## src/sv/prfe_pkg.sv

```systemverilog
// shared constants and types for the pulse rate float16 encoder
package prfe_pkg;

   localparam int MANTISSA_BITS_DEFAULT = 12;
   localparam int EXPONENT_BIAS_DEFAULT = 15;

   localparam int DATA_W     = 32;
   localparam int PROD_W     = 40;
   localparam int RATE_SCALE = 250;
   localparam int SHIFT_W    = 5;
   localparam int EXP_W      = 4;
   localparam int CODE_W     = 16;

   localparam logic [CODE_W-1:0] CODE_ZERO      = 16'h0000;
   localparam logic [CODE_W-1:0] CODE_SATURATED = 16'hFFFF;

   typedef struct packed {
      logic valid;
      logic special;
      logic saturated;
      logic found;
   } cell_ctl_type;

endpackage

```

## src/sv/prfe_out.sv

```systemverilog
// code assembly, output register and skid register
module prfe_out import prfe_pkg::*; #(
   parameter int MANTISSA_BITS = MANTISSA_BITS_DEFAULT,
   parameter int EXPONENT_BIAS = EXPONENT_BIAS_DEFAULT
) (
   input  logic                     clock,
   input  logic                     reset,
   input  cell_ctl_type             up_ctl,
   input  logic [MANTISSA_BITS-1:0] up_mant,
   input  logic [SHIFT_W-1:0]       up_shift,
   output logic                     advance,
   output logic                     rsp_valid,
   input  logic                     rsp_stall,
   output logic [CODE_W-1:0]        rsp_encoded_rate
);

   localparam logic [SHIFT_W-1:0] BIAS = SHIFT_W'(EXPONENT_BIAS);

   logic [SHIFT_W-1:0]                    expo_diff;
   logic [EXP_W-1:0]                      expo;
   logic [CODE_W+EXP_W+MANTISSA_BITS-1:0] code_ext;
   logic [CODE_W-1:0]                     item_code;
   logic                                  push;

   logic              rsp_valid_ff, rsp_valid_in;
   logic [CODE_W-1:0] rsp_code_ff, rsp_code_in;
   logic              skid_valid_ff, skid_valid_in;
   logic [CODE_W-1:0] skid_code_ff, skid_code_in;

   always_comb begin
      expo_diff = BIAS - up_shift;
      expo      = (up_shift > BIAS) ? '0 : expo_diff[EXP_W-1:0];
      code_ext  = {{CODE_W{1'b0}}, expo, up_mant};
      if (up_ctl.special) begin
         item_code = up_ctl.saturated ? CODE_SATURATED : CODE_ZERO;
      end else begin
         item_code = code_ext[CODE_W-1:0];
      end
   end

   assign advance = !skid_valid_ff;
   assign push    = up_ctl.valid && advance;

   always_comb begin
      rsp_valid_in  = rsp_valid_ff;
      rsp_code_in   = rsp_code_ff;
      skid_valid_in = skid_valid_ff;
      skid_code_in  = skid_code_ff;
      if (rsp_valid_ff && rsp_stall) begin
         if (push) begin
            skid_valid_in = 1'b1;
            skid_code_in  = item_code;
         end
      end else if (skid_valid_ff) begin
         rsp_valid_in  = 1'b1;
         rsp_code_in   = skid_code_ff;
         skid_valid_in = 1'b0;
      end else begin
         rsp_valid_in = push;
         rsp_code_in  = item_code;
      end
   end

   always_ff @(posedge clock) begin
      if (reset) begin
         rsp_valid_ff  <= 1'b0;
         skid_valid_ff <= 1'b0;
      end else begin
         rsp_valid_ff  <= rsp_valid_in;
         skid_valid_ff <= skid_valid_in;
      end
   end

   always_ff @(posedge clock) begin
      rsp_code_ff  <= rsp_code_in;
      skid_code_ff <= skid_code_in;
   end

   assign rsp_valid        = rsp_valid_ff;
   assign rsp_encoded_rate = rsp_code_ff;

   a_skid_behind_rsp: assert property (@(posedge clock) disable iff (reset)
      skid_valid_ff |-> rsp_valid_ff)
      else $error("skid register holds a request while output is empty");

   a_leading_one: assert property (@(posedge clock) disable iff (reset)
      up_ctl.valid && !up_ctl.special |-> up_mant[MANTISSA_BITS-1])
      else $error("mantissa reached output without its leading one");

endmodule

```

## config.mk

```make
export PLATFORM = sky130hd
export DESIGN_NAME = prfe_out
export DESIGN_NICKNAME = d
export VERILOG_FILES = /design/src/sv/prfe_pkg.sv /design/src/sv/prfe_out.sv
export SDC_FILE = /design/constraint.sdc
export NUM_CORES = 1
export LEC_CHECK = 0
export ABC_CLOCK_PERIOD_IN_PS = 3190
export BUFFER_PORTS_ARGS = -buffer_cell sky130_fd_sc_hd__buf_2
export CAP_MARGIN = 15
export CORE_MARGIN = 2
export CORE_UTILIZATION = 50
export CTS_CLUSTER_SIZE = 14
export DETAILED_ROUTE_END_ITERATION = 16
export PLACE_DENSITY = 0.77
export SLEW_MARGIN = 30
export SYNTH_ARGS = -nofsm -noshare
export SYNTH_HDL_FRONTEND = slang
export SYNTH_SLANG_ARGS = --single-unit
export TNS_END_PERCENT = 100
```

## constraint.sdc

```tcl
create_clock -name clock -period 3.19 [get_ports clock]
set_input_delay 0.4785 -clock clock [delete_from_list [all_inputs] [get_ports clock]]
set_output_delay 0.4785 -clock clock [all_outputs]
set_load 0.02 [all_outputs]
```

==> metrics <==
status=complete, no violations; max-slew violation count=0; switching part of the total power=24.34%; dpl hpwl=1708 µm; initial cell density of the core=52.59%; min Tclk post-route=1.717 ns; residual overflow from global routing=0; die width=57.86 µm; H-tree depth=2; Starting DRT DRC Count=32; Post-DRT Antenna Nets=0; most common cell in the netlist=edfxtp_1; normalized max-slew margin=67.70%; max_cap viols=0; EDFF count, synth=32; final setup violation count=0; FF-to-FF setup slack=1.55 ns; DIE AREA=0.003347 mm²; Placer Congestion=0.8167; CTS root buffer=clkbuf_4; deepest clock path buffer count=2; DRC violations left=0; syn nets=106; Worst-Skew Late Latency=0.33 ns; Synth Area in Compound Gates=3.106%; GRT Util Overall=17.08%; crit path cell chain=inv_2 > buf_2; Syn-to-layout area delta=18.81%; DR WL/cell=15.93 µm; CP endpoint kind=primary output; footprint of the multi-input gates=414.1 µm²; Post-Synth Simple-Gate Area=4.400%; Hold Violations, Final=0; DR vias=857; main combinational cell family by area after synthesis=multiplexers; TritonCTS Sinks=34; vias in the first global route=866; Post-synth ARST share=0%; Leak=0.7181 nW; share of cells above drive strength 1=57.81%; Util after Layout=62.48%; CP Launch Type=flop; Comb pwr share=14.3%; period utilization=53.84%; # resized after CTS=0; Internal Power=0.0006590 W; yosys warns=0; hold_buf cts=0; CTS Buf Count=5; vias per inst=5.390; power per cell area=505.5 mW/mm²; FP Rows=19; FF+latch count, synth=34; WS Path Type=reg -> out; Worst-Margin Slew=0.4824 ns; first-pass GRT wire length=4036 µm; NumNets Final=151; Critical Path RT=2.71 ns; crit path buf inv count=2; die height=57.86 µm; # placed instances=151; VDD IR max=0.3942 mV; main flop type after synthesis=edfxtp_1; IO buf count=40; Worst Path Max Fanout=17; clock share of power=25.2%; unrepaired setup endpoints after global routing=false; drt pass-1 iters=4; Total Routed Length=2533 µm; Crit path max-delay family=buffers and inverters; fill cell count=227; Worst Path Arrival=1.24 ns; Hold Crit Class=in -> reg; n_diodes=0; Synth Area in XOR/XNOR=0%; I/O pins=42; Clk pin slew, worst setup/hold paths=0.09 ns; switching power=0.0002119 W; FF+latch area=0.001001 mm²; fmax=0.5823 GHz; Post-Synthesis Cells=82; core area=0.002758 mm²; largest net degree at the start of global routing=20; Placed Instance Area=0.001673 mm²; Post-Syn Area=0.001450 mm²; skew final=0.007308 ns; Synth top cells by count=edfxtp_1, mux2_2, mux2_4; Setup TNS=0 ns; post-synthesis mux area share=20.71%; CTS tree=built; leading area contributor after synthesis=edfxtp_1; top post-synthesis cells by area=edfxtp_1, mux2_2, mux2_4; Synth Area in Adders=0%; slowest stage cell on the critical path=dfxtp_1; post-synthesis area per instance=17.68 µm²; fin cells=159; Yosys top cell area share=66.26%; initial antenna violation count=0; Final Instance Area=0.001723 mm²; Seq/Total Area, Yosys=69.03%; # Post-CTS Setup Buffers=0; Netlist cell types=15; Worst path max stage delay=0.36 ns; part of the power in registers=60.5%
[registers in the layout, summed over array words and instances (netlist names)]
| register | count |
|---|---|
| skid_valid_ff | 1 |
| rsp_valid | 1 |
| skid_code_ff | 16 |
| rsp_encoded_rate | 16 |
[cell type report]
type | instances | area share [%]
clock buffers | 6 | 2.397
clock inverters | 2 | 0.5084
inverters | 1 | 0.2179
multi-input cells | 43 | 24.04
flip-flops and latches | 34 | 58.10
well taps | 31 | 2.251
repair buffers | 42 | 12.49
[logic make-up (layout without fill, tap and decap cells)]
logic type	count (synthesis)	in the layout
buffers and inverters	5	51
AO/OA/AOI/OAI	6	6
flip-flops	34	34
multiplexers	24	24
AND/OR/NAND/NOR	13	13
[through the flow]
step / hold WS [ns] / worst slack, ns / power (W)
2_1_floorplan: 0.5246 / 0.5950 / 0.0006211
3_3_place_gp: 0.5322 / 1.314 / 0.0006579
3_5_place_dp: 0.5404 / 1.268 / 0.0006627
4_1_cts: 0.2916 / 1.454 / 0.0008812
5_1_grt: 0.2886 / 1.390 / 0.0009058
6_report: 0.3075 / 1.473 / 0.0008709
[layout by cell type (no fill, tap or decap)]
| cell | count |
|---|---|
| buf_2 | 40 |
| edfxtp_1 | 32 |
| mux2_2 | 16 |
| mux2_4 | 8 |
| nand2_1 | 6 |
| clkbuf_4 | 5 |
| or3_1 | 4 |
| a2bb2oi_1 | 4 |
| a21oi_1 | 2 |
| buf_4 | 2 |
| dfxtp_1 | 2 |
| inv_2 | 1 |
| nor3b_2 | 1 |
| nor2_1 | 1 |
| nor3_1 | 1 |
| clkinv_2 | 1 |
| clkbuf_1 | 1 |
| clkinv_1 | 1 |
[final timing paths]
kind | cells past startpoint | start | to
max | 2 | skid_valid_ff | advance
min | 2 | reset | rsp_valid
max reg2reg | 4 | rsp_valid | skid_code_ff[12]
min reg2reg | 1 | skid_code_ff[10] | rsp_encoded_rate[10]
[power by group through the flow]
stage | Sequential [W] | Combinational, W | Clock (W)
final | 0.000527 | 0.000125 | 0.000220
after global routing | 0.000529 | 0.000135 | 0.000242
after CTS | 0.000527 | 0.000126 | 0.000228
after detailed placement | 0.000537 | 0.000126 | 0
after global placement | 0.000536 | 0.000122 | 0
after floorplan | 0.000567 | 0.0000541 | 0
[routing by layer]
| layer | vias up | global-route usage (%) | wire (µm) |
|---|---|---|---|
| li1 | 406 | - | - |
| met1 | 410 | 18.56 | 1036 |
| met2 | 34 | 27.76 | 1264 |
| met3 | 7 | 7.366 | 176 |
| met4 | 0 | 9.967 | 56 |
| met5 | - | 0 | 0 |
Note: power is estimated with default switching activity, not from simulation.
