--- src/sv/prfe_pkg.sv ---
// shared constants and types for the pulse rate float16 encoder
package prfe_pkg;

   localparam int MANTISSA_BITS_DEFAULT = 12;
   localparam int EXPONENT_BIAS_DEFAULT = 15;

   localparam int DATA_W     = 32;
   localparam int PROD_W     = 40;
   localparam int RATE_SCALE = 250;
   localparam int SHIFT_W    = 5;
   localparam int EXP_W      = 4;
   localparam int CODE_W     = 16;

   localparam logic [CODE_W-1:0] CODE_ZERO      = 16'h0000;
   localparam logic [CODE_W-1:0] CODE_SATURATED = 16'hFFFF;

   typedef struct packed {
      logic valid;
      logic special;
      logic saturated;
      logic found;
   } cell_ctl_type;

endpackage

--- src/sv/prfe_cell.sv ---
// one divider cell: one quotient bit, leading zero count and mantissa collection
module prfe_cell import prfe_pkg::*; #(
   parameter  int MANTISSA_BITS = MANTISSA_BITS_DEFAULT,
   localparam int GOT_W         = $clog2(MANTISSA_BITS + 1)
) (
   input  logic                     clock,
   input  logic                     reset,
   input  logic                     advance,
   input  cell_ctl_type             up_ctl,
   input  logic [DATA_W-1:0]        up_rem,
   input  logic [DATA_W-1:0]        up_ms,
   input  logic [MANTISSA_BITS-1:0] up_mant,
   input  logic [GOT_W-1:0]         up_got,
   input  logic [SHIFT_W-1:0]       up_shift,
   output cell_ctl_type             dn_ctl,
   output logic [DATA_W-1:0]        dn_rem,
   output logic [DATA_W-1:0]        dn_ms,
   output logic [MANTISSA_BITS-1:0] dn_mant,
   output logic [GOT_W-1:0]         dn_got,
   output logic [SHIFT_W-1:0]       dn_shift
);

   cell_ctl_type             ctl_ff, ctl_in;
   logic [DATA_W-1:0]        rem_ff, rem_in;
   logic [DATA_W-1:0]        ms_ff;
   logic [MANTISSA_BITS-1:0] mant_ff, mant_in;
   logic [GOT_W-1:0]         got_ff, got_in;
   logic [SHIFT_W-1:0]       shift_ff, shift_in;

   logic [DATA_W:0] dbl;
   logic [DATA_W:0] diff;
   logic            ge;
   logic            take;

   always_comb begin
      dbl    = {up_rem, 1'b0};
      diff   = dbl - {1'b0, up_ms};
      ge     = dbl >= {1'b0, up_ms};
      rem_in = ge ? diff[DATA_W-1:0] : dbl[DATA_W-1:0];
      take   = !up_ctl.special && (up_ctl.found || ge) &&
               (up_got != GOT_W'(MANTISSA_BITS));
      mant_in  = take ? {up_mant[MANTISSA_BITS-2:0], ge} : up_mant;
      got_in   = take ? up_got + GOT_W'(1) : up_got;
      shift_in = (!up_ctl.special && !up_ctl.found && !ge) ?
                 up_shift + SHIFT_W'(1) : up_shift;
      ctl_in       = up_ctl;
      ctl_in.found = up_ctl.found || (ge && !up_ctl.special);
   end

   always_ff @(posedge clock) begin
      if (reset) begin
         ctl_ff <= '0;
      end else if (advance) begin
         ctl_ff <= ctl_in;
      end
   end

   always_ff @(posedge clock) begin
      if (advance) begin
         rem_ff   <= rem_in;
         ms_ff    <= up_ms;
         mant_ff  <= mant_in;
         got_ff   <= got_in;
         shift_ff <= shift_in;
      end
   end

   assign dn_ctl   = ctl_ff;
   assign dn_rem   = rem_ff;
   assign dn_ms    = ms_ff;
   assign dn_mant  = mant_ff;
   assign dn_got   = got_ff;
   assign dn_shift = shift_ff;

   a_got_range: assert property (@(posedge clock) disable iff (reset)
      ctl_ff.valid |-> got_ff <= GOT_W'(MANTISSA_BITS))
      else $error("mantissa bit count overran");

   a_found_has_bits: assert property (@(posedge clock) disable iff (reset)
      ctl_ff.valid && ctl_ff.found |-> got_ff != '0)
      else $error("leading one found but no mantissa bit collected");

endmodule

--- config.mk ---
export PLATFORM = sky130hd
export DESIGN_NAME = prfe_cell
export DESIGN_NICKNAME = d
export VERILOG_FILES = /design/src/sv/prfe_pkg.sv /design/src/sv/prfe_cell.sv
export SDC_FILE = /design/constraint.sdc
export NUM_CORES = 1
export LEC_CHECK = 0
export CORE_UTILIZATION = 50
export CTS_BUF_LIST = sky130_fd_sc_hd__clkbuf_4
export DETAILED_ROUTE_END_ITERATION = 12
export DONT_BUFFER_PORTS = 1
export GPL_TIMING_DRIVEN = 0
export PLACE_DENSITY = 0.68
export SLEW_MARGIN = 0
export SYNTH_ARGS = -nofsm -noshare
export SYNTH_HDL_FRONTEND = slang
export SYNTH_SLANG_ARGS = --single-unit
export TNS_END_PERCENT = 1
--- constraint.sdc ---
create_clock -name clock -period 3.3 [get_ports clock]
set_input_delay 0.66 -clock clock [delete_from_list [all_inputs] [get_ports clock]]
set_output_delay 0.66 -clock clock [all_outputs]
set_load 0.05 [all_outputs]
==> results.py, run 1 <==
metrics = {
    "global_routing": {
        "grt_max_degree": 87,
        "grt_pass1_wl_um": 18330,
        "grtUsageTotal_pct": 21.37,
        "grt_pass1_vias": 3687,
        "antenna_found_initial": 0,
        "grt_remaining_overflow": 0,
    },
    "pwr": {
        "power.leakage_uw": 0.002274,
        "p_per_area_nw_per_um2": 548.6,
        "peakVddDrop_mv": 0.2439,
    },
    "setup_path": {
        "max_stage_delay_ns": 0.40,
        "worstPathArrival_ns": 3.32,
        "path_delay_family": "compound AO/OA/AOI/OAI gates",
        "required_ns": 3.51,
        "worstSetupPathType": "in2reg",
        "crit_path_end": "dn_got[1]",
        "r2r-start": "dn_ctl[0]",
        "crit_chain": "inv_1 -> ha_1 -> a21o_1 -> a31oi_1 -> o21ai_1 -> a22o_1 -> or3_4 -> a31oi_4 -> o31ai_4 -> o21ai_4 -> buf_8 -> mux2_4",
        "cp.depth": 12,
        "critPathLaunchType": "input pin",
        "critPathLaunch": "up_ms[4]",
        "r2r-end": "dn_ctl[0]",
        "path_max_fanout": 10,
        "r2r_cells": 2,
        "r2r_setup_slack_ns": 2.26,
        "cpMaxStageDelayCell": "or3_4",
        "crit_path_end_kind": "flip-flop",
        "cp_num_buf_inv": 2,
    },
    "synthesis": {
        "synth-edff-count": 85,
        "yosysSeqAreaShare_pct": 49.42,
        "synth_cell_types": 54,
        "synth_seq_cells": 89,
        "avgSynthCellArea_um2": 10.96,
        "synthCells": 486,
        "syn_nets": 614,
        "yosys_warnings": 0,
        "synth-main-ff-cell": "edfxtp_1",
        "async_reset_ff_share_pct": 0,
        "netlist_area_um2": 5326,
    },
    "die": {
        "dieArea_um2": 11070,
        "start_util_pct": 51.59,
        "fp.dieH_um": 105.2,
        "core_um2": 10320,
        "fp-row-count": 37,
        "ios": 181,
        "fp.dieW_um": 105.2,
    },
    "finish": {
        "area_growth_pct": 6.319,
        "nets": 626,
        "drive_gt1_share_pct": 10.54,
        "fillers": 914,
        "fin_util_pct": 54.85,
        "multiInputGateArea_um2": 2436,
        "area.sequential_um2": 2633,
        "num_antenna_cells": 0,
        "stdcell_count": 639,
    },
    "timing": {
        "rsz0062_at_grt": "false",
        "period_needed_ns": 3.105,
        "maxSlewHeadroom_pct": 56.49,
        "hold_viol": 0,
        "setup_viol_count_final": 0,
        "clock.fmax_mhz": 322.0,
        "tns_ns": 0,
        "slew_viol_final": 0,
        "hold_slack_ns": 0.2487,
        "post-route-period-util_pct": 94.11,
        "worstMarginPinSlew_ns": 0.6496,
        "finalClockSkew_ns": 0,
    },
    "status": {
        "outcome": "completed",
    },
    "place": {
        "dpl.hpwl_um": 8892,
        "place_congestion": 0.8733,
        "dp.cells": 622,
        "portBuffers": 0,
    },
    "drt": {
        "wl_per_cell_um": 18.50,
        "dr.pass1.iters": 5,
        "drc_errors": 0,
        "ant_nets": 0,
        "drt_iter0_markers": 178,
        "via_per_inst": 5.851,
        "via_count": 3739,
        "wl_um": 11820,
    },
    "clock_tree": {
        "cts_root_buffer": "clkbuf_4",
        "cts_buffers": 9,
        "postCtsHoldBufs": 0,
        "cts_tree": "done",
        "htreeDepth": 3,
        "cts_resized": 0,
        "clock-sinks": 89,
        "clock_latency_ns": 0.46,
        "cts_setup_buffers": 0,
        "cts.path.max_buffers": 2,
        "clk_pin_slew_ns": 0.14,
    },
    "job": {
        "maxCapViolCount": 0,
    },
    "hold_path": {
        "hp-class": "in2reg",
    },
}
[sequential cells by signal (all words and copies together) (netlist names)]
signal    flops
dn_ms        32
dn_rem       32
dn_mant      12
dn_shift      5
dn_ctl        4
dn_got        4
[placed cells by master, fill, tap and decap left out, types with 4 or more instances in the layout]
master,Yosys,layout
ha_1,35,35
nand4_1,6,6
o21ai_1,4,4
clkbuf_4,0,10
o21ai_0,12,12
nand3_1,9,9
a211oi_1,5,5
a21o_1,12,12
and3_1,4,4
o211ai_1,5,5
clkbuf_1,6,6
inv_1,46,46
a31oi_1,7,7
nor3_1,7,7
a21oi_1,47,47
buf_2,8,8
xor2_1,15,15
dfxtp_1,4,4
mux2_2,11,11
nand2_1,26,26
o2111ai_1,4,4
edfxtp_1,85,85
mux2i_1,4,4
nand2b_1,6,6
nor2_1,48,48
xnor2_1,19,19
o21a_1,4,4
mux2_4,9,9
[per-stage QoR]
step                      worst slack (ns)  total power [uW]  cell area, um^2
final                               0.1945              3107             5663
after global routing              0.004183              3240             5663
after CTS                          0.09209              3122             5655
after detailed placement           -0.3902              2444             5497
after global placement             -0.3755              2436             5497
after floorplan                  0.0007907              2329             5326
[area by class of cell]
| type | instances | area share, % |
|---|---|---|
| plain buffers | 16 | 1.502 |
| clock buffers | 10 | 1.326 |
| clock inverters | 6 | 1.480 |
| inverters | 46 | 3.049 |
| multi-input cells | 335 | 43.02 |
| flip-flops and latches | 89 | 46.49 |
| well taps | 136 | 3.005 |
| repair buffers | 1 | 0.1326 |
[layer usage]
layer | wire, um | global-route usage [%] | vias to the layer above
met2 | 5830 | 36.18 | 175
li1 | - | - | 1794
met5 | 0 | 0 | -
met1 | 4701 | 25.69 | 1755
met3 | 1059 | 6.617 | 15
met4 | 228 | 7.445 | 0
[how the worst min path moves through the flow]
stage,from,end,slack [ns],depth (start not counted)
floorplan,dn_ctl[0],dn_ctl[0],0.71,2
global placement,dn_ctl[0],dn_ctl[0],0.73,2
detailed placement,reset,dn_ctl[0],0.74,1
CTS,reset,dn_ctl[0],0.24,1
global route,reset,dn_ctl[3],0.22,1
finish,reset,dn_ctl[0],0.25,1
[where the power goes]
| part | switching (uW) | internal (uW) | total, uW |
|---|---|---|---|
| clock | 370 | 313 | 683 |
| sequential | 482 | 1400 | 1890 |
| combinational | 298 | 239 | 537 |
| total | 1150 | 1960 | 3110 |
[synthesized netlist by cell type (5+ instances only)]
library cell / count / area share [%]
buf_2: 8 / 0.75
ha_1: 35 / 8.2
a211oi_1: 5 / 0.70
nand3_1: 9 / 0.85
nor3_1: 7 / 0.66
o21ai_0: 12 / 1.1
a21o_1: 12 / 1.7
o211ai_1: 5 / 0.70
nand2b_1: 6 / 0.70
edfxtp_1: 85 / 48
mux2_2: 11 / 2.3
nand4_1: 6 / 0.70
nand2_1: 26 / 1.8
nor2_1: 48 / 3.4
a31oi_1: 7 / 0.82
mux2_4: 9 / 2.5
xor2_1: 15 / 2.5
a21oi_1: 47 / 4.4
inv_1: 46 / 3.2
xnor2_1: 19 / 3.1
clkbuf_1: 6 / 0.42
[worst register-to-register path, stage by stage, from the launching register on]
cell and delay (ns):
dfxtp_1 0.66, nor2_1 0.11, a211oi_1 0.21
[kinds of logic after synthesis]
logic type,count (synthesis),synth area share (%)
AOI/OAI and AO/OA,122,15.34
and+or+nand+nor,117,10.17
DFF,89,49.42
buffers and inverters,62,4.839
adders and majority gates,36,8.598
xor gates and xnor gates,34,5.591
muxes,26,6.037
Power figures use the tool's default switching activity.
==> run 2, diff against run 1 <==
PLACE_DENSITY = 0.65   (was 0.68)
clock period = 3.98 ns   (was 3.3 ns; I/O delays follow)
==> results.py, run 2 (synthesis results as in run 1) <==
metrics = {
    "status": {
        "outcome": "completed",
    },
    "drt": {
        "via_per_inst": 5.839,
        "wl_per_cell_um": 18.50,
        "drc_errors": 0,
        "ant_nets": 0,
        "via_count": 3725,
        "wl_um": 11810,
        "drt_iter0_markers": 195,
        "dr.pass1.iters": 8,
    },
    "timing": {
        "post-route-period-util_pct": 84.19,
        "setup_viol_count_final": 0,
        "period_needed_ns": 3.351,
        "worstMarginPinSlew_ns": 0.6675,
        "tns_ns": 0,
        "slew_viol_final": 0,
        "rsz0062_at_grt": "false",
        "hold_viol": 0,
        "finalClockSkew_ns": 0,
        "clock.fmax_mhz": 298.4,
        "maxSlewHeadroom_pct": 55.50,
    },
    "clock_tree": {
        "clock_latency_ns": 0.43,
        "clock-sinks": 89,
        "clk_pin_slew_ns": 0.14,
        "cts_tree": "done",
        "cts_buffers": 9,
        "cts_setup_buffers": 0,
        "postCtsHoldBufs": 0,
        "cts_root_buffer": "clkbuf_4",
        "cts.path.max_buffers": 2,
        "htreeDepth": 3,
        "cts_resized": 0,
    },
    "setup_path": {
        "worstSetupPathType": "in2reg",
        "r2r_cells": 2,
        "r2r-start": "dn_ctl[0]",
        "critPathLaunchType": "input pin",
        "path_max_fanout": 10,
        "r2r-end": "dn_ctl[0]",
        "required_ns": 4.26,
        "worstPathArrival_ns": 3.63,
        "critPathLaunch": "up_ms[1]",
        "r2r_setup_slack_ns": 2.83,
        "crit_path_end": "dn_rem[16]",
        "crit_path_end_kind": "flip-flop",
    },
    "die": {
        "core_um2": 10320,
        "fp.dieW_um": 105.2,
        "fp.dieH_um": 105.2,
        "ios": 181,
        "start_util_pct": 51.59,
        "dieArea_um2": 11070,
        "fp-row-count": 37,
    },
    "pwr": {
        "power.leakage_uw": 0.002262,
        "peakVddDrop_mv": 0.1853,
        "p_per_area_nw_per_um2": 454.5,
    },
    "finish": {
        "num_antenna_cells": 0,
        "area.sequential_um2": 2633,
        "multiInputGateArea_um2": 2436,
        "fillers": 897,
        "final_common_cell": "edfxtp_1",
        "drive_gt1_share_pct": 9.761,
        "final_cell_mix": "edfxtp_1 (85), nor2_1 (48), a21oi_1 (47)",
        "area_growth_pct": 6.061,
        "nets": 625,
        "fin_util_pct": 54.72,
    },
    "global_routing": {
        "antenna_found_initial": 0,
        "grtUsageTotal_pct": 21.32,
        "grt_pass1_vias": 3711,
        "grt_pass1_wl_um": 18310,
        "grt_remaining_overflow": 0,
        "grt_max_degree": 87,
    },
    "place": {
        "place_congestion": 0.8747,
        "portBuffers": 0,
        "dpl.hpwl_um": 8798,
    },
    "job": {
        "maxCapViolCount": 0,
    },
    "hold_path": {
        "hp-class": "in2reg",
    },
}
==> run 2: cell types whose count changed in the layout (fill, tap and decap cells not counted) <==
cell      previous run  this run
buf_4                2         1
clkinv_2             3         1
clkinv_1             0         3
clkbuf_4            10         9
==> run 2: metrics by stage <==
step                      instances  hold WS [ns]  total power, uW  instance area [um^2]  setup WS, ns
after floorplan                 486        0.7084             1931                  5326        0.5448
after global placement          622        0.7265             2020                  5497        0.1742
after detailed placement        622        0.7567             2028                  5497        0.1448
after CTS                       638        0.3706             2585                  5649        0.6343
after global routing            638        0.3864             2670                  5649        0.4515
final                           638        0.4000             2567                  5649        0.6292
==> run 2: cell type report <==
| class | count | share of cell area (%) |
|---|---|---|
| Inverter | 46 | 3.056 |
| Buffer | 16 | 1.506 |
| Tap cell | 136 | 3.012 |
| Clock buffer | 9 | 1.196 |
| Clock inverter | 7 | 1.506 |
| Multi-Input combinational cell | 335 | 43.12 |
| Sequential cell | 89 | 46.60 |
==> run 2: worst max-delay path, cell delays in order <==
cell and delay, ns:
inv_1 0.02, ha_1 0.27, nor2b_1 0.12, o21ai_0 0.11, o21ai_1 0.36, a22o_1 0.28, or3_4 0.17, a31oi_4 0.10
o31ai_4 0.55, clkbuf_1 0.58, nor2_1 0.11, a21oi_1 0.16
==> run 2: how the worst min path moves through the flow <==
stage               cells after the start  slack, ns   endpoint       from
finish                                  1       0.40  dn_ctl[1]      reset
global route                            1       0.39  dn_ctl[1]      reset
floorplan                               2       0.71  dn_ctl[0]  dn_ctl[0]
CTS                                     1       0.37  dn_ctl[1]      reset
global placement                        2       0.73  dn_ctl[0]  dn_ctl[0]
detailed placement                      2       0.76  dn_ctl[2]  dn_ctl[2]
==> run 2: power by group <==
part | leakage (uW) | internal [uW] | total [uW] | switching (uW)
Clock | 0.0000824 | 249 | 558 | 309
Combinational | 0.00131 | 197 | 447 | 249
Sequential | 0.000866 | 1160 | 1560 | 399
Total | 0.00226 | 1610 | 2570 | 957
==> run 2: layer usage <==
metal / track usage [%] / up-vias / share of wire [%]
met5: 0 / - / 0
met4: 8.954 / 0 / 2.4
met3: 6.184 / 24 / 7.9
met2: 36.23 / 163 / 48
met1: 25.15 / 1737 / 42
li1: - / 1801 / -
