$ cat src/sv/prfe_pkg.sv
// shared constants and types for the pulse rate float16 encoder
package prfe_pkg;

   localparam int MANTISSA_BITS_DEFAULT = 12;
   localparam int EXPONENT_BIAS_DEFAULT = 15;

   localparam int DATA_W     = 32;
   localparam int PROD_W     = 40;
   localparam int RATE_SCALE = 250;
   localparam int SHIFT_W    = 5;
   localparam int EXP_W      = 4;
   localparam int CODE_W     = 16;

   localparam logic [CODE_W-1:0] CODE_ZERO      = 16'h0000;
   localparam logic [CODE_W-1:0] CODE_SATURATED = 16'hFFFF;

   typedef struct packed {
      logic valid;
      logic special;
      logic saturated;
      logic found;
   } cell_ctl_type;

endpackage

$ cat src/sv/prfe_front.sv
// front stages: rate product, zero check and saturation compare
module prfe_front import prfe_pkg::*; (
   input  logic              clock,
   input  logic              reset,
   input  logic              advance,
   input  logic              req_valid,
   input  logic [DATA_W-1:0] req_pulse_count_delta,
   input  logic [DATA_W-1:0] req_elapsed_ms,
   output cell_ctl_type      dn_ctl,
   output logic [DATA_W-1:0] dn_rem,
   output logic [DATA_W-1:0] dn_ms
);

   logic              a_valid_ff, a_valid_in;
   logic              a_zero_ff, a_zero_in;
   logic [PROD_W-1:0] a_num_ff, a_num_in;
   logic [DATA_W-1:0] a_ms_ff;

   cell_ctl_type      b_ctl_ff, b_ctl_in;
   logic [DATA_W-1:0] b_rem_ff, b_rem_in;
   logic [DATA_W-1:0] b_ms_ff;
   logic              sat;

   always_comb begin
      a_valid_in = req_valid;
      a_zero_in  = (req_pulse_count_delta == '0) || (req_elapsed_ms == '0);
      a_num_in   = PROD_W'(req_pulse_count_delta) * PROD_W'(RATE_SCALE);
   end

   always_comb begin
      sat                = a_num_ff >= PROD_W'(a_ms_ff);
      b_ctl_in.valid     = a_valid_ff;
      b_ctl_in.special   = a_zero_ff || sat;
      b_ctl_in.saturated = !a_zero_ff && sat;
      b_ctl_in.found     = 1'b0;
      b_rem_in           = a_num_ff[DATA_W-1:0];
   end

   always_ff @(posedge clock) begin
      if (reset) begin
         a_valid_ff <= 1'b0;
         b_ctl_ff   <= '0;
      end else if (advance) begin
         a_valid_ff <= a_valid_in;
         b_ctl_ff   <= b_ctl_in;
      end
   end

   always_ff @(posedge clock) begin
      if (advance) begin
         a_zero_ff <= a_zero_in;
         a_num_ff  <= a_num_in;
         a_ms_ff   <= req_elapsed_ms;
         b_rem_ff  <= b_rem_in;
         b_ms_ff   <= a_ms_ff;
      end
   end

   assign dn_ctl = b_ctl_ff;
   assign dn_rem = b_rem_ff;
   assign dn_ms  = b_ms_ff;

endmodule

$ cat config.mk
export PLATFORM = sky130hd
export DESIGN_NAME = prfe_front
export DESIGN_NICKNAME = d
export VERILOG_FILES = /design/src/sv/prfe_pkg.sv /design/src/sv/prfe_front.sv
export SDC_FILE = /design/constraint.sdc
export NUM_CORES = 1
export LEC_CHECK = 0
export ABC_AREA = 1
export BUFFER_PORTS_ARGS = -buffer_cell sky130_fd_sc_hd__buf_2
export CORE_UTILIZATION = 55
export DETAILED_ROUTE_END_ITERATION = 16
export PLACE_DENSITY = 0.76
export SLEW_MARGIN = 30
export SYNTH_ARGS = -nofsm -noshare
export SYNTH_HDL_FRONTEND = slang
export SYNTH_SLANG_ARGS = --single-unit
$ cat constraint.sdc
create_clock -name clock -period 4.1 [get_ports clock]
set_input_delay 0.205 -clock clock [delete_from_list [all_inputs] [get_ports clock]]
set_output_delay 0.205 -clock clock [all_outputs]
set_load 0.03 [all_outputs]
==> flow_metrics.env, run 1 <==
export IMPL_status="finished, final reports clean"
export IMPL_layout_setup_ws_ps=222
export IMPL_finalClockSkew_ps=15.4
export IMPL_area_growth_pct=24.0
export IMPL_clock_path_buffers=2
export IMPL_cp_top_family="adder cells"
export IMPL_syn_area_sq_um=11200
export IMPL_cts_resized=0
export IMPL_antenna_cells=0
export IMPL_clk_pin_slew_ps=60
export IMPL_setup_worst_path_start_class="input port"
export IMPL_cts_tree="yes"
export IMPL_maxCapViolations=0
export IMPL_gp_congestion=0.873
export IMPL_fin_crit_sh_pct=94.6
export IMPL_final_nets=1675
export IMPL_grt_usage_pct=25.7
export IMPL_synth_cell_type_count=32
export IMPL_ctsHtreeMaxLevel=4
export IMPL_peakVddDrop_v=0.000346
export IMPL_yosysWarningCount=0
export IMPL_crit_slowest_cell="fa_1"
export IMPL_ys_ff_latch=139
export IMPL_fmax_ghz=0.258
export IMPL_r2r_end="dn_ctl[2]"
export IMPL_finalPower_mw=10.5
export IMPL_grt_pass1_wl_um=40500
export IMPL_num_vias=8221
export IMPL_crit_start="req_pulse_count_delta[24]"
export IMPL_synthCells=1075
export IMPL_slew_viol_final=0
export IMPL_tightest_slew_ps=849
export IMPL_cp_arrival_ps=4050
export IMPL_ios=136
export IMPL_leakage_nw=6.83
export IMPL_overflow=0
export IMPL_crit_type="input port to register"
export IMPL_grt_setup_unrepaired="false"
export IMPL_synthArstFlopShare_pct=0
export IMPL_die_area_sq_um=20900
export IMPL_report_final_setup_viol=0
export IMPL_drive_gt1_share_pct=20.7
export IMPL_initial_core_util_pct=56.8
export IMPL_drt_first_pass_iters=5
export IMPL_path_cells="buf_2, inv_1, fa_1, fa_1, inv_1, fa_1, inv_1, fa_1, inv_1, ha_1, a21oi_1, o21ai_0, a21oi_1, nor2_1, nor2_1, nand2_1, nand2_1, nand2_1"
export IMPL_drt_total_wl_um=24900
export IMPL_powerDensity_nw_per_um2=756
export IMPL_slowest_delay_ps=520
export IMPL_setup_tns_ps=0
export IMPL_antenna_found_initial=0
export IMPL_synth_edff_count=135
export IMPL_place_ws_ps=-170
export IMPL_endpoint="a_num_ff[39]"
export IMPL_cts_root_buf="clkbuf_16"
export IMPL_final_hold_viol_count=0
export IMPL_holdCritPathClass="input port to register"
export IMPL_whs_ps=47.9
export IMPL_hold_buffers=33
export IMPL_avgSynthCellArea_sq_um=10.4
export IMPL_drtAntennaViolNets=0
export IMPL_clock_sinks=139
export IMPL_path_buf_inv=5
export IMPL_multiInputGateArea_sq_um=6150
export IMPL_wire_per_inst_um=15.3
export IMPL_crit_required_ps=4270
export IMPL_core_rowCount=51
export IMPL_cts_made_buffers=17
export IMPL_cp_depth=18
export IMPL_postCtsSetupRepairBufs=0
export IMPL_hpwl_um=19800
export IMPL_grt_pass1_vias=8578
export IMPL_fp_dieH_um=145
export IMPL_insertion_delay_ps=420
export IMPL_finalWorstPathRequiredPeriod_ps=3880
export IMPL_r2r_setup_slack_ps=2090
export IMPL_drtIter0Drc=431
export IMPL_die_w_um=145
export IMPL_r2r_cells=11
export IMPL_post_route_drc_count=0
export IMPL_via_per_inst=5.03
export IMPL_core_area_sq_um=19700
export IMPL_cp_end_kind="register"
export IMPL_max_slew_margin_pct=43.4
export IMPL_ys_seq_area_share_pct=36.9
export IMPL_num_fill_cells=1435
export IMPL_io_buffers=133
export IMPL_grt_max_degree=73
export IMPL_register_area_sq_um=4130
export IMPL_critPathMaxFanout=5
export IMPL_synth_main_ff_cell="edfxtp_1"
export IMPL_r2r_start="a_num_ff[1]"
[synth_stat cells, types with 6 or more instances]
master / n / share of area [%]
edfxtp_1: 135 / 36
xor2_1: 21 / 1.6
nand2_2: 14 / 0.78
nor4_1: 9 / 0.50
nand2_1: 171 / 5.7
nor2_1: 59 / 2.0
o21a_1: 6 / 0.40
nand3_1: 27 / 1.2
fa_1: 118 / 21
a21o_1: 6 / 0.40
ha_1: 132 / 15
inv_1: 238 / 8.0
o21ai_0: 26 / 1.2
nand4_1: 13 / 0.73
a21oi_1: 61 / 2.7
nor3_1: 8 / 0.36
[state kept, by name, summed over array words and instances (netlist names)]
signal and flops:
a_ms_ff 32, a_num_ff 39, a_valid_ff 1, a_zero_ff 1, dn_ctl 3, dn_ms 32, dn_rem 31
[layout by cell type, fill, tap and decap left out, types with 2 or more instances in the layout]
cell,n
nand3b_1,3
a21o_1,6
dlygate4sd3_1,33
clkinv_2,3
a21oi_2,2
a31oi_1,2
a21oi_1,61
nand4_1,13
clkbuf_1,3
xnor2_1,3
nor2_1,59
o21a_1,6
clkbuf_16,17
clkinvlp_4,2
nor4_1,9
nor3_1,8
conb_1,2
fa_1,118
buf_2,132
nand2_2,14
nand3_1,27
ha_1,132
o21ai_1,3
edfxtp_1,135
xor2_1,21
dfxtp_1,4
inv_1,238
o21ai_0,26
nor2_2,4
bufinv_16,5
buf_4,99
nand2_1,171
[final cells by class]
type | instances | share of cell area (%)
clock buffer | 20 | 3.14
clock inverter | 12 | 1.42
inverter | 240 | 6.49
multi-input combinational | 695 | 44.3
sequential | 139 | 29.8
tap | 265 | 2.39
timing repair buffer | 264 | 12.5
[metal layers]
layer,part of all wire (%),wire length [um],vias up,global-route usage (%)
met5,0,0,-,0
met4,2.7,683,0,9.64
met3,4.6,1140,51,2.83
met2,49,12100,282,44.7
met1,44,11000,3864,33.2
li1,-,-,4024,-
[where the power goes]
part / total [mW] / switching (mW) / internal (mW)
clock network: 1.65 / 0.571 / 1.08
registers: 2.35 / 0.160 / 2.19
logic: 6.50 / 3.89 / 2.61
[metrics by stage]
step / std cells / cell area, sq um / util [%]
6_report: 1635 / 13900 / 70.4
5_1_grt: 1635 / 13900 / 70.4
4_1_cts: 1635 / 13900 / 70.4
3_5_place_dp: 1570 / 12900 / 65.5
3_3_place_gp: 1570 / 12900 / 65.5
2_1_floorplan: 1076 / 11200 / -
[worst min-delay path by stage]
stage | start | end | slack (ps) | depth (start not counted)
finish | req_pulse_count_delta[1] | a_num_ff[2] | 50 | 1
global route | req_pulse_count_delta[1] | a_num_ff[2] | 60 | 1
CTS | req_valid | a_valid_ff | 30 | 3
detailed placement | req_elapsed_ms[0] | a_ms_ff[0] | 400 | 1
global placement | req_elapsed_ms[1] | a_ms_ff[1] | 400 | 1
floorplan | reset | a_valid_ff | 270 | 1
[worst register-to-register path: cells and delay by family (launching register included)]
family                     cells  cell delay (ps)
AOI/OAI and AO/OA              1              320
and+or+nand+nor                8              730
buffers and inverters          1               90
DFF                            1              440
adders and majority gates      1              340
[cell families after synthesis]
kind of cell	share of synthesized area, %
DFF	36.9
other	0.0335
and+or+nand+nor	11.9
xor gates and xnor gates	1.88
buffers and inverters	8.18
adders and majority gates	35.8
AOI/OAI and AO/OA	5.24
(Power assumes the default switching activity.)
==> run 2, diff against run 1 <==
CORE_ASPECT_RATIO = 2   (was not set)
==> run 2 against run 1 <==
Net effect:
- clock-buffer cell count is 6 higher
- die area is 0.17% higher
- worst hold slack better by 25 ps
- clock power hardly changed
- clock skew is 0.89 ps higher
- core utilization is 0.68 points higher
- largest cell class unchanged
- highest routed layer unchanged
==> flow_metrics.env, run 2 (same netlist as run 1, synthesis figures left out) <==
export IMPL_powerDensity_nw_per_um2=780
export IMPL_clk_pin_slew_ps=50
export IMPL_core_rowCount=73
export IMPL_antenna_cells=0
export IMPL_pwr_share_comb_pct=63.7
export IMPL_r2r_start="a_ms_ff[15]"
export IMPL_r2r_setup_slack_ps=2170
export IMPL_endpoint="a_num_ff[29]"
export IMPL_cp_arrival_ps=4070
export IMPL_cts_root_buf="clkbuf_16"
export IMPL_power_frac_clock_pct=15.1
export IMPL_max_slew_margin_pct=40.0
export IMPL_drtAntennaViolNets=0
export IMPL_leakage_nw=6.99
export IMPL_die_w_um=103
export IMPL_cp_end_kind="register"
export IMPL_post_route_drc_count=0
export IMPL_crit_start="req_pulse_count_delta[9]"
export IMPL_ctsHtreeMaxLevel=4
export IMPL_placed_area_sq_um=13200
export IMPL_drt_total_wl_um=27200
export IMPL_io_buffers=133
export IMPL_slowest_delay_ps=510
export IMPL_report_final_setup_viol=0
export IMPL_pwr_share_seq_pct=21.2
export IMPL_cts_made_buffers=25
export IMPL_maxCapViolations=0
export IMPL_via_per_inst=5.16
export IMPL_crit_required_ps=4320
export IMPL_place_ws_ps=-297
export IMPL_r2r_cells=10
export IMPL_cts_tree="yes"
export IMPL_cpMostUsedCell="fa_1"
export IMPL_layout_setup_ws_ps=249
export IMPL_regMostFlops="a_num_ff"
export IMPL_largest_reg_flops=39
export IMPL_grt_pass1_vias=9417
export IMPL_drt_first_pass_iters=5
export IMPL_ios=136
export IMPL_gp_congestion=0.928
export IMPL_fmax_ghz=0.260
export IMPL_crit_type="input port to register"
export IMPL_hpwl_um=22100
export IMPL_grt_max_degree=75
export IMPL_final_cell_mix="inv_1, nand2_1, edfxtp_1"
export IMPL_clock_sinks=139
export IMPL_fin_crit_sh_pct=93.9
export IMPL_fp_dieH_um=204
export IMPL_final_nets=1713
export IMPL_core_area_sq_um=19900
export IMPL_p_int_mw=6.24
export IMPL_area_growth_pct=26.4
export IMPL_final_hold_viol_count=0
export IMPL_initial_core_util_pct=56.2
export IMPL_status="finished, final reports clean"
export IMPL_antenna_found_initial=0
export IMPL_grt_pass1_wl_um=43600
export IMPL_clock_path_buffers=3
export IMPL_drtIter0Drc=346
export IMPL_wire_per_inst_um=16.4
export IMPL_overflow=0
export IMPL_crit_slowest_cell="fa_1"
export IMPL_num_fill_cells=1471
export IMPL_r2r_end="dn_ctl[1]"
export IMPL_whs_ps=72.8
export IMPL_setup_worst_path_start_class="input port"
export IMPL_drive_gt1_share_pct=22.2
export IMPL_switching_share_pct=43.6
export IMPL_stdcell_area_sq_um=14200
export IMPL_grt_setup_unrepaired="false"
export IMPL_path_cells="buf_2, inv_1, fa_1, fa_1, fa_1, inv_1, fa_1, ha_1, a21oi_1, o21ai_0, a21oi_2, buf_4, nor2_1, nor2_1, nand2_1, nand2_1, nand2_1"
export IMPL_num_vias=8568
export IMPL_finalWorstPathRequiredPeriod_ps=3850
export IMPL_die_area_sq_um=21000
export IMPL_finalClockSkew_ps=16.3
export IMPL_p_switching_mw=4.81
export IMPL_insertion_delay_ps=470
export IMPL_critPathMaxFanout=4
export IMPL_slew_viol_final=0
export IMPL_postCtsSetupRepairBufs=0
export IMPL_tightest_slew_ps=900
export IMPL_peakVddDrop_v=0.000345
export IMPL_grt_usage_pct=27.9
export IMPL_holdCritPathClass="input port to register"
export IMPL_final_common_cell="inv_1"
==> run 2: cell types whose count changed in the layout (fill, tap and decap cells not counted), moves of 3 or more <==
cell	change
bufinv_16	-5
clkbuf_16	+8
clkinv_1	+3
buf_4	+27
==> run 2: worst min path at each step <==
| stage | startpoint | endpoint | cells past startpoint |
|---|---|---|---|
| 5_1_grt | req_pulse_count_delta[1] | a_num_ff[2] | 2 |
| 3_3_place_gp | req_elapsed_ms[1] | a_ms_ff[1] | 1 |
| 6_report | req_pulse_count_delta[1] | a_num_ff[2] | 2 |
| 4_1_cts | req_pulse_count_delta[1] | a_num_ff[2] | 2 |
| 2_1_floorplan | reset | a_valid_ff | 1 |
| 3_5_place_dp | req_elapsed_ms[26] | a_ms_ff[26] | 1 |
==> run 2: layout make-up <==
class,instances,area [sq um],area share [%]
well taps,262,328,2.32
clock buffers,26,629,4.44
repair buffers,294,1990,14.0
inverters,240,901,6.36
flip-flops and latches,139,4130,29.2
clock inverters,5,23.8,0.168
multi-input cells,695,6160,43.5
==> run 2: power groups by stage <==
stage	Clock, mW	Combinational, mW	Sequential, mW
finish	1.67	7.04	2.34
CTS	1.68	6.98	2.34
global route	1.73	7.83	2.37
detailed placement	0	6.90	2.36
floorplan	0	4.03	2.52
global placement	0	6.77	2.35
==> run 2: what timing repair did <==
item / 4_1_cts / 5_1_grt
endpoints found under the setup margin: 0 / 1
hold endpoints to repair: 35 / 0
hold buffers: 34 / 0
resized for setup: 0 / 1
==> run 2: critical path, delay by kind of cell <==
family	cells	cell delay, ps
AO/OA/AOI/OAI	3	720
AND/OR/NAND/NOR	5	320
buffers and inverters	4	490
adder cells (fa/ha/maj)	5	2330
==> run 2: routing by layer <==
layer / global-route usage [%] / vias up / part of all wire (%) / wire (um)
met3: 2.64 / 91 / 2.8 / 757
met5: 0 / - / 0 / 0
li1: - / 4101 / - / -
met2: 55.9 / 242 / 59 / 16100
met4: 15.3 / 0 / 4.9 / 1340
met1: 26.1 / 4134 / 33 / 8990
==> run 2: stage by stage <==
stage          utilization (%)  power [mW]  std cells  TNS (ps)
6_report                  71.1        11.1       1661         0
3_3_place_gp              66.1        9.12       1596     -3050
4_1_cts                   71.1        11.0       1661         0
5_1_grt                   71.1        11.9       1661         0
2_1_floorplan                -        6.56       1076         0
3_5_place_dp              66.1        9.26       1596     -3160
==> run 3, diff against run 2 <==
CORE_MARGIN = 3   (was not set)
==> run 3 against run 2 <==
Net effect:
- sequential share of layout area down 0.070 points
- clock power increased by 6%
- via count shrank 0.56%
- critical endpoint unchanged
- highest routed layer unchanged
==> flow_metrics.env, run 3 (same netlist as run 1, synthesis figures left out) <==
export IMPL_status="finished, final reports clean"
export IMPL_finalPower_mw=11.1
export IMPL_holdCritPathClass="input port to register"
export IMPL_tightest_slew_ps=952
export IMPL_holdPathStages=2
export IMPL_drt_first_pass_iters=5
export IMPL_powerDensity_nw_per_um2=782
export IMPL_final_common_cell="inv_1"
export IMPL_cts_tree="yes"
export IMPL_cp_end_kind="register"
export IMPL_report_final_setup_viol=0
export IMPL_layout_setup_ws_ps=233
export IMPL_grt_pass1_wl_um=45100
export IMPL_cts_made_buffers=25
export IMPL_antenna_found_initial=0
export IMPL_cts_root_buf="clkbuf_16"
export IMPL_whs_ps=68.9
export IMPL_holdCritStartpoint="req_pulse_count_delta[1]"
export IMPL_grt_pass1_vias=9487
export IMPL_overflow=0
export IMPL_setup_worst_path_start_class="input port"
export IMPL_ios=136
export IMPL_post_route_drc_count=0
export IMPL_switching_share_pct=43.3
export IMPL_pwr_share_comb_pct=62.9
export IMPL_insertion_delay_ps=480
export IMPL_place_ws_ps=-291
export IMPL_r2r_cells=11
export IMPL_finalClockSkew_ps=20.0
export IMPL_grt_setup_unrepaired="false"
export IMPL_pwr_share_seq_pct=21.2
export IMPL_fmax_ghz=0.259
export IMPL_p_int_mw=6.29
export IMPL_gp_congestion=0.977
export IMPL_whs_endpoint="a_num_ff[2]"
export IMPL_grt_max_degree=78
export IMPL_largest_reg_flops=39
export IMPL_peakVddDrop_v=0.000437
export IMPL_cp_arrival_ps=4080
export IMPL_finalWorstPathRequiredPeriod_ps=3870
export IMPL_r2r_start="a_num_ff[15]"
export IMPL_leakage_nw=6.99
export IMPL_drtIter0Drc=352
export IMPL_max_slew_margin_pct=36.6
export IMPL_clk_pin_slew_ps=50
export IMPL_multiInputGateArea_sq_um=6180
export IMPL_area_growth_pct=26.7
export IMPL_final_hold_viol_count=0
export IMPL_r2r_end="dn_ctl[1]"
export IMPL_clock_path_buffers=3
export IMPL_power_frac_clock_pct=16.0
export IMPL_crit_type="input port to register"
export IMPL_via_per_inst=5.13
export IMPL_critPathMaxFanout=5
export IMPL_final_nets=1710
export IMPL_wire_per_inst_um=16.8
export IMPL_hpwl_um=21900
export IMPL_register_area_sq_um=4130
export IMPL_regMostFlops="a_num_ff"
export IMPL_final_cell_mix="inv_1, nand2_1, edfxtp_1"
export IMPL_ctsHtreeMaxLevel=4
export IMPL_drt_total_wl_um=27900
export IMPL_die_area_sq_um=22200
export IMPL_crit_required_ps=4320
export IMPL_core_area_sq_um=19900
export IMPL_core_rowCount=73
export IMPL_p_switching_mw=4.81
export IMPL_antenna_cells=0
export IMPL_slew_viol_final=0
export IMPL_setup_tns_ps=0
export IMPL_die_w_um=107
export IMPL_fp_dieH_um=208
export IMPL_num_vias=8520
export IMPL_placed_area_sq_um=13100
export IMPL_drtAntennaViolNets=0
export IMPL_clock_sinks=139
export IMPL_initial_core_util_pct=56.2
export IMPL_fin_crit_sh_pct=94.3
export IMPL_num_fill_cells=1445
export IMPL_maxCapViolations=0
export IMPL_grt_usage_pct=26.4
export IMPL_drive_gt1_share_pct=22.6
export IMPL_io_buffers=133
export IMPL_stdcell_area_sq_um=14200
export IMPL_r2r_setup_slack_ps=2180
==> run 3: cell type report <==
type                    instances  area share (%)
repair buffers                291            13.8
flip-flops and latches        139            29.1
well taps                     262            2.31
inverters                     240            6.40
multi-input cells             695            43.5
clock inverters                 3           0.291
clock buffers                  30            4.61
==> run 3: per-stage QoR <==
stage               utilization [%]  std cells
detailed placement             65.9       1593
finish                         71.3       1660
CTS                            71.1       1660
floorplan                         -       1076
global placement               65.9       1593
global route                   71.3       1660
==> run 3: power by group through the flow <==
stage / sequential [mW] / combinational [mW] / clock [mW]
2_1_floorplan: 2.52 / 4.03 / 0
3_3_place_gp: 2.36 / 6.69 / 0
3_5_place_dp: 2.37 / 6.82 / 0
4_1_cts: 2.34 / 6.90 / 1.77
5_1_grt: 2.38 / 7.81 / 1.85
6_report: 2.35 / 6.98 / 1.77
==> run 3: timing repair <==
item                                   4_1_cts  5_1_grt
setup buffers                                0        0
setup endpoints to repair                    0        6
hold buffers                                34        0
endpoints found under the hold margin       35        0
gates resized for setup                      0        8
==> run 3: critical path, stage by stage <==
cell and delay, ps:
buf_2 110, clkinvlp_4 160, fa_1 560, fa_1 440, fa_1 520, inv_1 50, fa_1 450, ha_1 370
a21oi_1 320, o21ai_0 190, a21oi_2 230, buf_4 140, nor2_1 30, nor2_1 120, nand2_1 80, nand2_1 60
nand2_1 50
==> run 3: worst max-delay path by stage <==
| stage | start | to | slack [ps] | depth (start not counted) |
|---|---|---|---|---|
| global placement | req_pulse_count_delta[8] | a_num_ff[29] | -240 | 17 |
| floorplan | req_pulse_count_delta[16] | a_num_ff[39] | 340 | 15 |
| global route | req_pulse_count_delta[5] | a_num_ff[35] | 30 | 16 |
| finish | req_pulse_count_delta[8] | a_num_ff[29] | 230 | 17 |
| CTS | req_pulse_count_delta[8] | a_num_ff[29] | 190 | 17 |
| detailed placement | req_pulse_count_delta[8] | a_num_ff[29] | -290 | 17 |
==> run 3: per-layer routing <==
metal  wire length (um)  share of wire (%)  GRT usage [%]  vias up
met5                  0                  0              0        -
met1               8970                 32           24.9     4089
met3                822                2.9           2.46       89
met4               1420                5.1           13.9        0
met2              16700                 60           53.4      246
li1                   -                  -              -     4096
